### src/rtl/core/rtpk_pkg.sv
// Shared types and constants for the H.264 RTP packetizer.
// No dependencies; compiled first.

package rtpk_pkg;

   // RTP header and FU-A constants
   localparam logic [7:0] RTP_VERSION_BYTE = 8'h80;
   localparam logic [4:0] FU_A_TYPE = 5'd28;
   localparam logic [7:0] NAL_FNRI_MASK = 8'he0;
   localparam logic [7:0] NAL_TYPE_MASK = 8'h1f;
   localparam logic [11:0] MIN_LIMIT = 12'd2;

   // Configuration register indexes
   localparam logic [1:0] CSR_TIMESTAMP_STEP = 2'd0;
   localparam logic [1:0] CSR_SYNC_SOURCE_ID = 2'd1;
   localparam logic [1:0] CSR_PAYLOAD_KIND = 2'd2;
   localparam logic [1:0] CSR_PAYLOAD_LIMIT = 2'd3;

   // Configuration reset values
   localparam logic [16:0] RST_TIMESTAMP_STEP = 17'd4500;
   localparam logic [31:0] RST_SYNC_SOURCE_ID = 32'd10;
   localparam logic [6:0] RST_PAYLOAD_KIND = 7'd96;
   localparam logic [11:0] RST_PAYLOAD_LIMIT = 12'd1400;

   typedef struct packed {
      logic [16:0] timestamp_step;
      logic [31:0] sync_source_id;
      logic [6:0]  payload_kind;
      logic [11:0] payload_limit;
   } cfg_type;

   // What the back end has to send for one input item
   typedef enum logic [1:0] {
      CMD_SINGLE,     // RTP header, then the NAL header byte (13 bytes)
      CMD_FRAG_START, // RTP header, FU indicator, FU header (14 bytes)
      CMD_DATA,       // one payload byte
      CMD_DATA_FRAG   // payload byte that closes a fragment, then next headers (15)
   } cmd_kind_type;

   typedef struct packed {
      cmd_kind_type kind;
      logic [7:0]   data;
      logic         data_end;
      logic         marker;
      logic [15:0]  seq;
      logic [31:0]  timestamp;
      logic [7:0]   fu_ind;
      logic [7:0]   fu_hdr;
   } cmd_type;

   // Queue status seen by front and back
   typedef struct packed {
      logic full;
      logic empty;
   } q_stat_type;

endpackage

### src/rtl/core/rtpk_if.sv
// Valid/ready channel interfaces for the packetizer's input and result items.
// No dependencies.

interface rtpk_req_if;
   logic        valid;
   logic        ready;
   logic [7:0]  nal_byte;
   logic [23:0] nal_length;
   logic        first_byte;

   modport source (output valid, nal_byte, nal_length, first_byte, input ready);
   modport sink (input valid, nal_byte, nal_length, first_byte, output ready);
endinterface

interface rtpk_rsp_if;
   logic       valid;
   logic       ready;
   logic [7:0] packet_byte;
   logic       packet_end;
   logic       run_last;

   modport source (output valid, packet_byte, packet_end, run_last, input ready);
   modport sink (input valid, packet_byte, packet_end, run_last, output ready);
endinterface

### src/rtl/core/h264_rtp_packetizer.sv
// H.264 RTP packetizer: input bytes of a NAL unit in, RTP packet bytes out.
// Payload bytes pass at one per cycle. A unit's header byte yields 13 output
// bytes (single packet) or 14 (first FU-A fragment headers), and a byte that
// closes a fragment yields 15, so input stalls while those bytes drain. The
// output side sends one byte per cycle; a QUEUE_DEPTH-entry command queue
// between the front end (unit and fragment bookkeeping) and the back end
// (byte serializer) lets each side stall on its own. An accepted byte passes
// through the queue and the back end's output register before it is sent.
// Depends on rtpk_pkg, rtpk_if, rtpk_front, rtpk_queue, rtpk_back.

module h264_rtp_packetizer #(
   parameter int QUEUE_DEPTH = 4
) (
   input  logic        clock,
   input  logic        reset,
   rtpk_req_if.sink    req_bus,
   rtpk_rsp_if.source  rsp_bus,
   input  logic        csr_write_enable,
   input  logic [1:0]  csr_index,
   input  logic [31:0] csr_write_data
);
   import rtpk_pkg::*;

   cfg_type    cfg_ff;
   cmd_type    push_cmd;
   cmd_type    head_cmd;
   q_stat_type q_stat;
   logic       push;
   logic       pop;

   // Configuration registers
   always_ff @(posedge clock) begin
      if (reset) begin
         cfg_ff.timestamp_step <= RST_TIMESTAMP_STEP;
         cfg_ff.sync_source_id <= RST_SYNC_SOURCE_ID;
         cfg_ff.payload_kind <= RST_PAYLOAD_KIND;
         cfg_ff.payload_limit <= RST_PAYLOAD_LIMIT;
      end else if (csr_write_enable) begin
         case (csr_index)
            CSR_TIMESTAMP_STEP: cfg_ff.timestamp_step <= csr_write_data[16:0];
            CSR_SYNC_SOURCE_ID: cfg_ff.sync_source_id <= csr_write_data;
            CSR_PAYLOAD_KIND:   cfg_ff.payload_kind <= csr_write_data[6:0];
            CSR_PAYLOAD_LIMIT:  cfg_ff.payload_limit <= csr_write_data[11:0];
            default:            cfg_ff <= cfg_ff;
         endcase
      end
   end

   rtpk_front u_front (
      .clock  (clock),
      .reset  (reset),
      .req    (req_bus),
      .cfg    (cfg_ff),
      .q_stat (q_stat),
      .push   (push),
      .cmd    (push_cmd)
   );

   rtpk_queue #(
      .DEPTH (QUEUE_DEPTH)
   ) u_queue (
      .clock    (clock),
      .reset    (reset),
      .push     (push),
      .push_cmd (push_cmd),
      .pop      (pop),
      .head_cmd (head_cmd),
      .q_stat   (q_stat)
   );

   rtpk_back u_back (
      .clock    (clock),
      .reset    (reset),
      .rsp      (rsp_bus),
      .cfg      (cfg_ff),
      .head_cmd (head_cmd),
      .q_stat   (q_stat),
      .pop      (pop)
   );

   // Queue is never written when full nor read when empty
   a_no_overflow: assert property (@(posedge clock) disable iff (reset)
      push |-> !q_stat.full)
      else $error("command pushed into a full queue");

   a_no_underflow: assert property (@(posedge clock) disable iff (reset)
      pop |-> !q_stat.empty)
      else $error("command popped from an empty queue");

   // A new output item only appears when a command was waiting
   a_rsp_from_queue: assert property (@(posedge clock) disable iff (reset)
      (rsp_bus.valid && !$past(rsp_bus.valid)) |-> $past(!q_stat.empty))
      else $error("output item without a queued command");

endmodule

### src/rtl/core/rtpk_front.sv
// Front end: accepts NAL bytes, tracks unit/fragment state, pushes commands.
// Depends on rtpk_pkg and rtpk_req_if.

module rtpk_front (
   input  logic                clock,
   input  logic                reset,
   rtpk_req_if.sink            req,
   input  rtpk_pkg::cfg_type   cfg,
   input  rtpk_pkg::q_stat_type q_stat,
   output logic                push,
   output rtpk_pkg::cmd_type   cmd
);
   import rtpk_pkg::*;

   logic [15:0] seq_ff, seq_in;
   logic [31:0] ts_ff, ts_in;
   logic [7:0]  hdr_ff, hdr_in;
   logic [23:0] rem_ff, rem_in;
   logic [11:0] fill_ff, fill_in;
   logic        mode_ff, mode_in;

   logic        accept;
   logic [11:0] eff_limit;
   logic [23:0] len;
   logic [23:0] rem_first;
   logic [23:0] rem_dec;
   logic [11:0] fill_dec;
   logic        next_last;
   logic [15:0] seq_inc;
   logic [31:0] ts_step;

   assign req.ready = !q_stat.full;
   assign accept = req.valid && !q_stat.full;

   // Shared arithmetic
   assign eff_limit = (cfg.payload_limit < MIN_LIMIT) ? MIN_LIMIT : cfg.payload_limit;
   assign len = (req.nal_length == 24'd0) ? 24'd1 : req.nal_length;
   assign rem_first = len - 24'd1;
   assign rem_dec = rem_ff - 24'd1;
   assign fill_dec = (fill_ff != 12'd0) ? fill_ff - 12'd1 : 12'd0;
   assign next_last = rem_dec <= {12'd0, eff_limit};
   assign seq_inc = seq_ff + 16'd1;
   assign ts_step = ts_ff + {15'd0, cfg.timestamp_step};

   // Classify the item and build its command
   always_comb begin
      seq_in = seq_ff;
      ts_in = ts_ff;
      hdr_in = hdr_ff;
      rem_in = rem_ff;
      fill_in = fill_ff;
      mode_in = mode_ff;
      push = 1'b0;
      cmd.kind = CMD_DATA;
      cmd.data = req.nal_byte;
      cmd.data_end = 1'b0;
      cmd.marker = 1'b0;
      cmd.seq = seq_inc;
      cmd.timestamp = ts_ff;
      cmd.fu_ind = (hdr_ff & NAL_FNRI_MASK) | {3'd0, FU_A_TYPE};
      cmd.fu_hdr = hdr_ff & NAL_TYPE_MASK;
      if (accept && req.first_byte) begin
         push = 1'b1;
         ts_in = ts_step;
         hdr_in = req.nal_byte;
         rem_in = rem_first;
         cmd.timestamp = ts_step;
         seq_in = seq_inc;
         if (len <= {12'd0, eff_limit}) begin
            mode_in = 1'b0;
            fill_in = 12'd0;
            cmd.kind = CMD_SINGLE;
            cmd.marker = 1'b1;
            cmd.data_end = (rem_first == 24'd0);
         end else begin
            // first fragment never also ends the unit
            mode_in = 1'b1;
            cmd.kind = CMD_FRAG_START;
            cmd.fu_ind = (req.nal_byte & NAL_FNRI_MASK) | {3'd0, FU_A_TYPE};
            cmd.fu_hdr = 8'h80 | (req.nal_byte & NAL_TYPE_MASK);
            fill_in = (rem_first <= {12'd0, eff_limit}) ?
                      rem_first[11:0] - 12'd1 : eff_limit;
         end
      end else if (accept && rem_ff != 24'd0) begin
         push = 1'b1;
         rem_in = rem_dec;
         if (!mode_ff) begin
            cmd.data_end = (rem_dec == 24'd0);
         end else begin
            cmd.data_end = (fill_dec == 12'd0);
            fill_in = fill_dec;
            if (fill_dec == 12'd0 && rem_dec != 24'd0) begin
               // byte closes a fragment: open the next one
               cmd.kind = CMD_DATA_FRAG;
               cmd.marker = next_last;
               cmd.fu_hdr = (next_last ? 8'h40 : 8'h00) | (hdr_ff & NAL_TYPE_MASK);
               fill_in = next_last ? rem_dec[11:0] : eff_limit;
               seq_in = seq_inc;
            end
         end
      end
   end

   always_ff @(posedge clock) begin
      if (reset) begin
         seq_ff <= '0;
         ts_ff <= '0;
         hdr_ff <= '0;
         rem_ff <= '0;
         fill_ff <= '0;
         mode_ff <= 1'b0;
      end else begin
         seq_ff <= seq_in;
         ts_ff <= ts_in;
         hdr_ff <= hdr_in;
         rem_ff <= rem_in;
         fill_ff <= fill_in;
         mode_ff <= mode_in;
      end
   end

endmodule

### src/rtl/core/rtpk_queue.sv
// Small command queue between front and back ends.
// Depends on rtpk_pkg.

module rtpk_queue #(
   parameter int DEPTH = 4
) (
   input  logic                 clock,
   input  logic                 reset,
   input  logic                 push,
   input  rtpk_pkg::cmd_type    push_cmd,
   input  logic                 pop,
   output rtpk_pkg::cmd_type    head_cmd,
   output rtpk_pkg::q_stat_type q_stat
);
   import rtpk_pkg::*;

   localparam int PTR_W = (DEPTH > 1) ? $clog2(DEPTH) : 1;
   localparam int CNT_W = $clog2(DEPTH + 1);
   localparam logic [PTR_W-1:0] LAST_PTR = PTR_W'(DEPTH - 1);
   localparam logic [CNT_W-1:0] FULL_CNT = CNT_W'(DEPTH);

   cmd_type            entry_ff [DEPTH];
   logic [PTR_W-1:0]   wr_ptr_ff, wr_ptr_in;
   logic [PTR_W-1:0]   rd_ptr_ff, rd_ptr_in;
   logic [CNT_W-1:0]   count_ff, count_in;

   assign q_stat.full = (count_ff == FULL_CNT);
   assign q_stat.empty = (count_ff == '0);
   assign head_cmd = entry_ff[rd_ptr_ff];

   // Pointer and count update
   always_comb begin
      wr_ptr_in = wr_ptr_ff;
      rd_ptr_in = rd_ptr_ff;
      count_in = count_ff;
      if (push) begin
         wr_ptr_in = (wr_ptr_ff == LAST_PTR) ? '0 : wr_ptr_ff + PTR_W'(1);
      end
      if (pop) begin
         rd_ptr_in = (rd_ptr_ff == LAST_PTR) ? '0 : rd_ptr_ff + PTR_W'(1);
      end
      if (push && !pop) begin
         count_in = count_ff + CNT_W'(1);
      end else if (pop && !push) begin
         count_in = count_ff - CNT_W'(1);
      end
   end

   always_ff @(posedge clock) begin
      if (reset) begin
         wr_ptr_ff <= '0;
         rd_ptr_ff <= '0;
         count_ff <= '0;
      end else begin
         wr_ptr_ff <= wr_ptr_in;
         rd_ptr_ff <= rd_ptr_in;
         count_ff <= count_in;
      end
   end

   // Entry storage
   always_ff @(posedge clock) begin
      if (push) begin
         entry_ff[wr_ptr_ff] <= push_cmd;
      end
   end

endmodule

### src/rtl/core/rtpk_back.sv
// Back end: expands each command into packet bytes, one per cycle while the receiver is ready.
// Depends on rtpk_pkg and rtpk_rsp_if.

module rtpk_back (
   input  logic                 clock,
   input  logic                 reset,
   rtpk_rsp_if.source           rsp,
   input  rtpk_pkg::cfg_type    cfg,
   input  rtpk_pkg::cmd_type    head_cmd,
   input  rtpk_pkg::q_stat_type q_stat,
   output logic                 pop
);
   import rtpk_pkg::*;

   logic [3:0] slot_ff, slot_in;
   logic       valid_ff, valid_in;
   logic [7:0] byte_ff, byte_in;
   logic       end_ff, end_in;
   logic       last_ff, last_in;

   logic       advance;
   logic       emit;
   logic       lead;
   logic [3:0] hdr_pos;
   logic [3:0] last_slot;

   assign rsp.valid = valid_ff;
   assign rsp.packet_byte = byte_ff;
   assign rsp.packet_end = end_ff;
   assign rsp.run_last = last_ff;

   assign advance = !valid_ff || rsp.ready;
   assign emit = advance && !q_stat.empty;
   assign lead = (head_cmd.kind == CMD_DATA) || (head_cmd.kind == CMD_DATA_FRAG);
   assign hdr_pos = slot_ff - {3'd0, lead};

   // Number of bytes each command expands to, minus one
   always_comb begin
      case (head_cmd.kind)
         CMD_SINGLE:     last_slot = 4'd12;
         CMD_FRAG_START: last_slot = 4'd13;
         CMD_DATA:       last_slot = 4'd0;
         CMD_DATA_FRAG:  last_slot = 4'd14;
         default:        last_slot = 4'd0;
      endcase
   end

   assign pop = emit && (slot_ff == last_slot);

   // Byte selection for the current slot
   always_comb begin
      byte_in = 8'h00;
      end_in = 1'b0;
      if (lead && slot_ff == 4'd0) begin
         byte_in = head_cmd.data;
         end_in = head_cmd.data_end;
      end else begin
         case (hdr_pos)
            4'd0:  byte_in = RTP_VERSION_BYTE;
            4'd1:  byte_in = {head_cmd.marker, cfg.payload_kind};
            4'd2:  byte_in = head_cmd.seq[15:8];
            4'd3:  byte_in = head_cmd.seq[7:0];
            4'd4:  byte_in = head_cmd.timestamp[31:24];
            4'd5:  byte_in = head_cmd.timestamp[23:16];
            4'd6:  byte_in = head_cmd.timestamp[15:8];
            4'd7:  byte_in = head_cmd.timestamp[7:0];
            4'd8:  byte_in = cfg.sync_source_id[31:24];
            4'd9:  byte_in = cfg.sync_source_id[23:16];
            4'd10: byte_in = cfg.sync_source_id[15:8];
            4'd11: byte_in = cfg.sync_source_id[7:0];
            4'd12: begin
               if (head_cmd.kind == CMD_SINGLE) begin
                  byte_in = head_cmd.data;
                  end_in = head_cmd.data_end;
               end else begin
                  byte_in = head_cmd.fu_ind;
               end
            end
            4'd13: byte_in = head_cmd.fu_hdr;
            default: byte_in = 8'h00;
         endcase
      end
   end

   assign last_in = (slot_ff == last_slot);
   assign slot_in = pop ? 4'd0 : (emit ? slot_ff + 4'd1 : slot_ff);
   assign valid_in = emit ? 1'b1 : (rsp.ready ? 1'b0 : valid_ff);

   always_ff @(posedge clock) begin
      if (reset) begin
         slot_ff <= '0;
         valid_ff <= 1'b0;
      end else begin
         slot_ff <= slot_in;
         valid_ff <= valid_in;
      end
   end

   // Output payload register
   always_ff @(posedge clock) begin
      if (emit) begin
         byte_ff <= byte_in;
         end_ff <= end_in;
         last_ff <= last_in;
      end
   end

endmodule

### src/flat_wrapper.sv
// flat-port wrapper written by rule: the top's interface ports become plain ports
module h264_rtp_packetizer_flat import rtpk_pkg::*;
#(
   parameter int QUEUE_DEPTH = 4
)
  (clock, reset, csr_write_enable, csr_index, csr_write_data, req_bus_valid, req_bus_nal_byte, req_bus_nal_length, req_bus_first_byte, req_bus_ready, rsp_bus_valid, rsp_bus_packet_byte, rsp_bus_packet_end, rsp_bus_run_last, rsp_bus_ready);
  rtpk_req_if req_bus_i ();
  rtpk_rsp_if rsp_bus_i ();
  input  logic clock;
  input  logic reset;
  input  logic csr_write_enable;
  input  logic [1:0] csr_index;
  input  logic [31:0] csr_write_data;
  input wire logic [$bits(req_bus_i.valid)-1:0] req_bus_valid;
  input wire logic [$bits(req_bus_i.nal_byte)-1:0] req_bus_nal_byte;
  input wire logic [$bits(req_bus_i.nal_length)-1:0] req_bus_nal_length;
  input wire logic [$bits(req_bus_i.first_byte)-1:0] req_bus_first_byte;
  output wire logic [$bits(req_bus_i.ready)-1:0] req_bus_ready;
  output wire logic [$bits(rsp_bus_i.valid)-1:0] rsp_bus_valid;
  output wire logic [$bits(rsp_bus_i.packet_byte)-1:0] rsp_bus_packet_byte;
  output wire logic [$bits(rsp_bus_i.packet_end)-1:0] rsp_bus_packet_end;
  output wire logic [$bits(rsp_bus_i.run_last)-1:0] rsp_bus_run_last;
  input wire logic [$bits(rsp_bus_i.ready)-1:0] rsp_bus_ready;
  assign req_bus_i.valid = req_bus_valid;
  assign req_bus_i.nal_byte = req_bus_nal_byte;
  assign req_bus_i.nal_length = req_bus_nal_length;
  assign req_bus_i.first_byte = req_bus_first_byte;
  assign req_bus_ready = req_bus_i.ready;
  assign rsp_bus_valid = rsp_bus_i.valid;
  assign rsp_bus_packet_byte = rsp_bus_i.packet_byte;
  assign rsp_bus_packet_end = rsp_bus_i.packet_end;
  assign rsp_bus_run_last = rsp_bus_i.run_last;
  assign rsp_bus_i.ready = rsp_bus_ready;
  h264_rtp_packetizer #(.QUEUE_DEPTH(QUEUE_DEPTH)) u_core (.clock(clock), .reset(reset), .req_bus(req_bus_i), .rsp_bus(rsp_bus_i), .csr_write_enable(csr_write_enable), .csr_index(csr_index), .csr_write_data(csr_write_data));
endmodule
### config.mk
export PLATFORM = sky130hd
export DESIGN_NAME = h264_rtp_packetizer_flat
export DESIGN_NICKNAME = d
export VERILOG_FILES = /design/src/rtl/core/rtpk_pkg.sv /design/src/rtl/core/rtpk_if.sv /design/src/rtl/core/h264_rtp_packetizer.sv /design/src/rtl/core/rtpk_front.sv /design/src/rtl/core/rtpk_queue.sv /design/src/rtl/core/rtpk_back.sv /design/src/flat_wrapper.sv
export SDC_FILE = /design/constraint.sdc
export NUM_CORES = 1
export LEC_CHECK = 0
export CAP_MARGIN = 20
export CORE_ASPECT_RATIO = 0.9
export CORE_MARGIN = 2
export CORE_UTILIZATION = 36
export DETAILED_ROUTE_END_ITERATION = 7
export DONT_BUFFER_PORTS = 1
export HOLD_SLACK_MARGIN = 0.03
export SKIP_CTS_REPAIR_TIMING = 1
export SKIP_LAST_GASP = 1
export SYNTH_ARGS = -nofsm -noshare
export SYNTH_HDL_FRONTEND = slang
export SYNTH_SLANG_ARGS = --single-unit
### constraint.sdc
create_clock -name clock -period 9.15 [get_ports clock]
set_clock_uncertainty 0.05 [all_clocks]
set_input_delay 0.915 -clock clock [delete_from_list [all_inputs] [get_ports clock]]
set_output_delay 0.915 -clock clock [all_outputs]
set_load 0.02 [all_outputs]
; Yosys cells after proc, flatten, opt, wreduce, memory -nomap -nowiden
; Memories as Yosys holds them, arrays and structs flattened. A register that Yosys moved wholly into a read port is not among the register bits.
; Index checks and enable logic that the tools add are counted.
; W data, S select, Z words.
[word_totals]
regBits = 183
ram_bits = 304
out_inout_bits = 12
memories = 1
[op_classes]
addsub = 12
order_cmp = 4
n_eq_ne = 23
mux = 54
n_bitwise = 1
reduce_logical = 40
[mem_list]
columns = memory, words, word_bits, read_ports, rd_clocked_by_memory_dff, write_ports, line_no
row1 = u_core.u_queue.entry_ff, 4, 76, 1, 1, 1, rtpk_queue.sv:22  ; cmd_type entry_ff [DEPTH];
[ops]
columns = operator, count
row1 = $pmux W8 S14, 1
row2 = $mux W12, 9
row3 = $mux W16, 5
row4 = $le A24 B12 Y1, 3
row5 = $logic_not A24 Y1, 3
row6 = $mux W24, 3
row7 = $reduce_bool A24 Y1, 2
row8 = $sub A24 B1 Y24 const B, 2
row9 = $mux W40, 1
row10 = $add A32 B17 Y32, 1
row11 = $mux W7, 4
row12 = $eq A4 B4 Y1 const B, 6
row13 = $mux W8, 3
row14 = $sub A12 B1 Y12 const B, 2
row15 = $mux W1, 17
row16 = $add A16 B1 Y16 const B, 1
row17 = $eq A4 B3 Y1 const B, 4
row18 = $mux W2, 8
row19 = $pmux W4 S4, 1
row20 = $eq A2 B2 Y1 const B, 6
row21 = $logic_not A12 Y1, 1
row22 = $lt A12 B2 Y1 const B, 1
row23 = $reduce_bool A12 Y1, 1
row24 = $reduce_and A2 Y1, 5
row25 = 21 further kinds, 44

; Longest topological paths before layout
[depth]
word_depth = 10
ltp_mapped = 23
depth_no_buf = 20

; Modules after synthesis
; Synthesis repeated with hierarchy kept, for this count alone.
[hier_totals]
cells_unflattened = 2068
area_unflattened_um2 = 24702.4
[by_module_without_submodules]
columns = mod, instances, cells_each, area_each_um2, seq_area_each_um2
row1 = rtpk_queue, 1, 441, 11451.0, 9308.9
row2 = rtpk_front, 1, 1051, 8114.0, 1861.8
row3 = h264_rtp_packetizer, 1, 274, 2851.5, 1361.3
row4 = rtpk_back, 1, 302, 2285.9, 400.4

; Worst setup path after synthesis
; No wires, ideal clock.
[synth_timing]
kind = input to register
from = input port req_bus_valid
to = memory u_core.u_queue.entry_ff[0][0] in the netlist's numbering (enable)
t_arrival_ns = 4.786
path_slack_ns = 3.807
stages = 5
n_path_buf = 1
cell_sequence = nand2_1 -> a41oi_1 -> nor2_1 -> clkbuf_1 -> nor2b_1
[synth_via]
elab_chain_len = 6
[synth_lines]
columns = item, line_no
row1 = start: declaration, flat_wrapper.sv:14  ; input wire logic [$bits(req_bus_i.valid)-1:0] req_bus_valid;
row2 = $logic_and A1 B1 Y1 (*), rtpk_front.sv:33  ; assign accept = req.valid && !q_stat.full;
row3 = $logic_and A1 B1 Y1, rtpk_front.sv:84  ; end else if (accept && rem_ff != 24'd0) begin
row4 = $mux W1, rtpk_front.sv:84
row5 = $mux W1 (*), rtpk_front.sv:62  ; if (accept && req.first_byte) begin
row6 = $mux W1 (*), rtpk_queue.sv:63  ; if (push) begin
row7 = $mux W1 (not written as such) (*), rtpk_queue.sv:64  ; entry_ff[wr_ptr_ff] <= push_cmd;
row8 = end: declaration, rtpk_queue.sv:22
; Every way passes the cells marked *; elsewhere a longest branch is shown, timed or not.

; Worst setup path after layout
[layout_timing]
from = input port req_bus_nal_length[11]
to = register u_core.u_front.fill_ff[0]
[layout_via]
elab_chain_len = 7
[layout_lines]
columns = item, line_no
row1 = start: declaration, flat_wrapper.sv:16  ; input wire logic [$bits(req_bus_i.nal_length)-1:0] req_bus_nal_length;
row2 = $logic_not A24 Y1, rtpk_front.sv:37  ; assign len = (req.nal_length == 24'd0) ? 24'd1 : req.nal_length;
row3 = $mux W24 (*), rtpk_front.sv:37
row4 = $sub A24 B1 Y24, rtpk_front.sv:38  ; assign rem_first = len - 24'd1;
row5 = $le A24 B12 Y1 or $sub A12 B1 Y12 (tied branches), "rtpk_front.sv:81, rtpk_front.sv:82"
row6 = $mux W12, rtpk_front.sv:81  ; fill_in = (rem_first <= {12'd0, eff_limit}) ?
row7 = $mux W12 (*), rtpk_front.sv:69  ; if (len <= {12'd0, eff_limit}) begin
row8 = $mux W12 (*), rtpk_front.sv:62
row9 = end signal: assignment, rtpk_front.sv:117  ; fill_ff <= fill_in;
row10 = end: declaration, rtpk_front.sv:19  ; logic [11:0] fill_ff, fill_in;
; Marked as above.
; A chain may end at the register's enable or synchronous reset.

==> results.txt <==
Setup Crit Path Kind - in2reg
GP Congestion - 0.908
Crit path arrival time - 5820 ps
Post-synth EDFFs - 290
Die Area - 64900 µm²
post-route insts no fill - 2866
DRT antenna net count - 0
via/cell ratio - 5.65
largest net degree at the start of global routing - 126
PwrDens - 262 nW/µm²
later-pin clock latency in the skew report - 600 ps
CTS Sinks - 465
switching pwr - 2.16 mW
max_cap viols - 0
number of CTS-inserted buffers - 50
main combinational cell family by area after synthesis - simple AND/OR/NAND/NOR gates
most instantiated library cell after synthesis - edfxtp_1
First DRT Iteration DRCs - 1530
Synth area leader - edfxtp_1
Die Y - 242 µm
Tcrit/Tclk final - 58.6%
Setup-failing EPs final - 0
dominant synthesized flop cell - edfxtp_1
num ports - 84
Final Net Count - 2125
Synth Area in Compound Gates - 11.4%
floorplan core area - 62500 µm²
drt pass-1 iters - 5
CP startpoint kind - primary input
post-synthesis simple-gate area fraction - 15.6%
maximum clock rate - 187 MHz
Rows - 87
Syn Area/Cell - 11.2 µm²
area grow syn2layout - 11.0%
area fraction of the dominant cell type after synthesis - 38.5%
power share of the combinational group - 27.1%
DP Wirelength - 45800 µm
final WL - 65300 µm
I/O Buffers - 0
layout filler cell count - 5930
Post-Synthesis Cell Area - 22600 µm²
TritonCTS clock tree - done
hold slack - 371 ps
unrepaired setup endpoints after global routing - false
relative slew slack - 28.2%
Post-synth top cells - 290 x edfxtp_1, 264 x nand2_1, 175 x dfxtp_1
via count - 16188
Congestion Overflow GR - 0
fin crit period - 5360 ps
Post-synth ARST share - 0%
clock share of power - 31.8%
xor/xnor cell area share of the yosys netlist - 3.40%
Leak - 8.83 nW
CP endpoint kind - flop
Die Wd - 268 µm
initial antenna violation count - 0
layout cell share with drive strength beyond 1 - 11.5%
wire per inst - 22.8 µm
Reg clk slew, reported paths - 70 ps
Unique masters post-synth - 101
#FFs+latches synth - 465
antenna cell count - 0
adder-cell area share of the yosys netlist - 4.10%
YS warnings - 0
number of global-route vias before repair - 15970
Sequential Power Share - 41.1%
H-tree levels - 2
HP Class - in2reg
initial core utilization - 36.2%
DRC - 0
placed cells - 2771
worst vdd ir - 0.146 mV
final setup TNS - 0 ps
Clock Tree Root - clkbuf_16
Critical Path RT - 9610 ps
multiplexer share of the synthesized area - 8.20%
syn nets - 2158
Clock Path Buffers - 3
critical path peak fanout - 11
Syn Inst Count - 2013
Max Slew Vio Count - 0
worst-margin pin slew - 1070 ps
top post-synthesis cells by area - edfxtp_1 38%, dfxtp_1 15%, mux4_2 7.0%, nand2_1 4.4%, ha_1 3.9%
GRT Overall Usage - 20.2%
Pint - 4.42 mW
hold violation count in the final report - 0
sequential area share after synthesis - 53.9%
sw frac - 32.8%
first-pass GRT wire length - 99300 µm
status - finished, final reports clean
[through the flow]
stage	utilization, %	power [mW]	area [µm²]	setup slack (ps)
3_5_place_dp	37.5	4.51	23400	3350
4_1_cts	40.2	6.60	25100	3930
5_1_grt	40.2	6.87	25100	3470
2_1_floorplan	-	3.93	22600	3810
3_3_place_gp	37.5	4.48	23400	3390
6_report	40.2	6.58	25100	3790
[metal layers]
metal  share of wire (%)  vias to the layer above  track usage [%]
met5                   0                        -                0
met3                 8.8                      100             5.24
met1                  45                     8085             28.4
met4                 2.3                        0             5.47
met2                  44                      558             30.7
li1                    -                     7445                -
[cell usage in the layout, fill, tap and decap left out, types with 62 or more instances in the layout]
cell        n
dfxtp_1   173
edfxtp_1  290
ha_1       71
nand2_1   264
a21oi_1   133
mux4_2     70
inv_1      62
o21ai_0    79
nor2_1    140
[path summary, 6_finish.rpt]
check                                                 to                                   from  depth (start not counted)  slack (ps)
setup / recovery  u_core.u_front.fill_ff[0]$_SDFFE_PP0P_                 req_bus_nal_length[11]                         20        3790
hold / removal            u_core.cfg_ff[50]$_SDFFE_PP0P_                                  reset                          1         370
setup reg to reg  u_core.u_front.fill_ff[7]$_SDFFE_PP0P_  u_core.u_front.rem_ff[0]$_SDFFE_PP0P_                         16        4370
hold reg to reg           u_core.cfg_ff[23]$_SDFFE_PP0P_         u_core.cfg_ff[23]$_SDFFE_PP0P_                          2         410
[worst max-delay path: stages]
cell and delay [ps]:
nor2_1 80, nand4_1 230, nor2_1 110, or2_1 290, inv_1 200, ha_1 260
nor4b_1 410, nand2_1 230, or3_1 400, xnor2_1 430, ha_1 210, and4_1 230
nand3_1 110, nor3_1 280, a31o_2 160, and4b_1 360, nand2_2 250, o21ai_0 290
a22oi_1 130, a221oi_1 240
[cell type report]
| cell class | instances | area (µm²) | area share [%] |
|---|---|---|---|
| Tap cell | 845 | 1060 | 4.21 |
| Timing Repair Buffer | 25 | 191 | 0.762 |
| Clock inverter | 23 | 258 | 1.03 |
| Multi-Input combinational cell | 1374 | 9720 | 38.7 |
| Inverter | 64 | 240 | 0.956 |
| Clock buffer | 70 | 1450 | 5.76 |
| Sequential cell | 465 | 12200 | 48.6 |
[cell families (layout without fill, tap and decap cells)]
family | Yosys count | after routing
AOI/OAI and AO/OA | 402 | 402
xor gates and xnor gates | 87 | 87
adders and majority gates | 73 | 73
buffers and inverters | 174 | 182
DFF | 465 | 465
muxes | 97 | 97
and+or+nand+nor | 715 | 715
[registers in the layout, summed over array words and instances, names as in the netlist, 2 cells and up, named ones only]
register / flops
u_core.u_front.seq_ff: 16
u_core.u_queue.entry_ff: 280
u_core.u_queue.wr_ptr_ff: 2
u_core.u_front.fill_ff: 12
u_core.u_front.ts_ff: 32
u_core.u_back.slot_ff: 4
u_core.u_front.rem_ff: 24
u_core.u_queue.rd_ptr_ff: 2
u_core.u_front.hdr_ff: 8
u_core.u_back.rsp.packet_byte: 8
u_core.cfg_ff: 68
u_core.u_queue.count_ff: 3
[power groups by stage]
stage / clock network (mW) / logic (mW) / registers (mW)
3_5_place_dp: 0 / 1.75 / 2.75
6_report: 2.09 / 1.78 / 2.71
5_1_grt: 2.21 / 1.93 / 2.73
4_1_cts: 2.13 / 1.76 / 2.71
3_3_place_gp: 0 / 1.74 / 2.74
2_1_floorplan: 0 / 1.23 / 2.70
(Power assumes the default switching activity.)
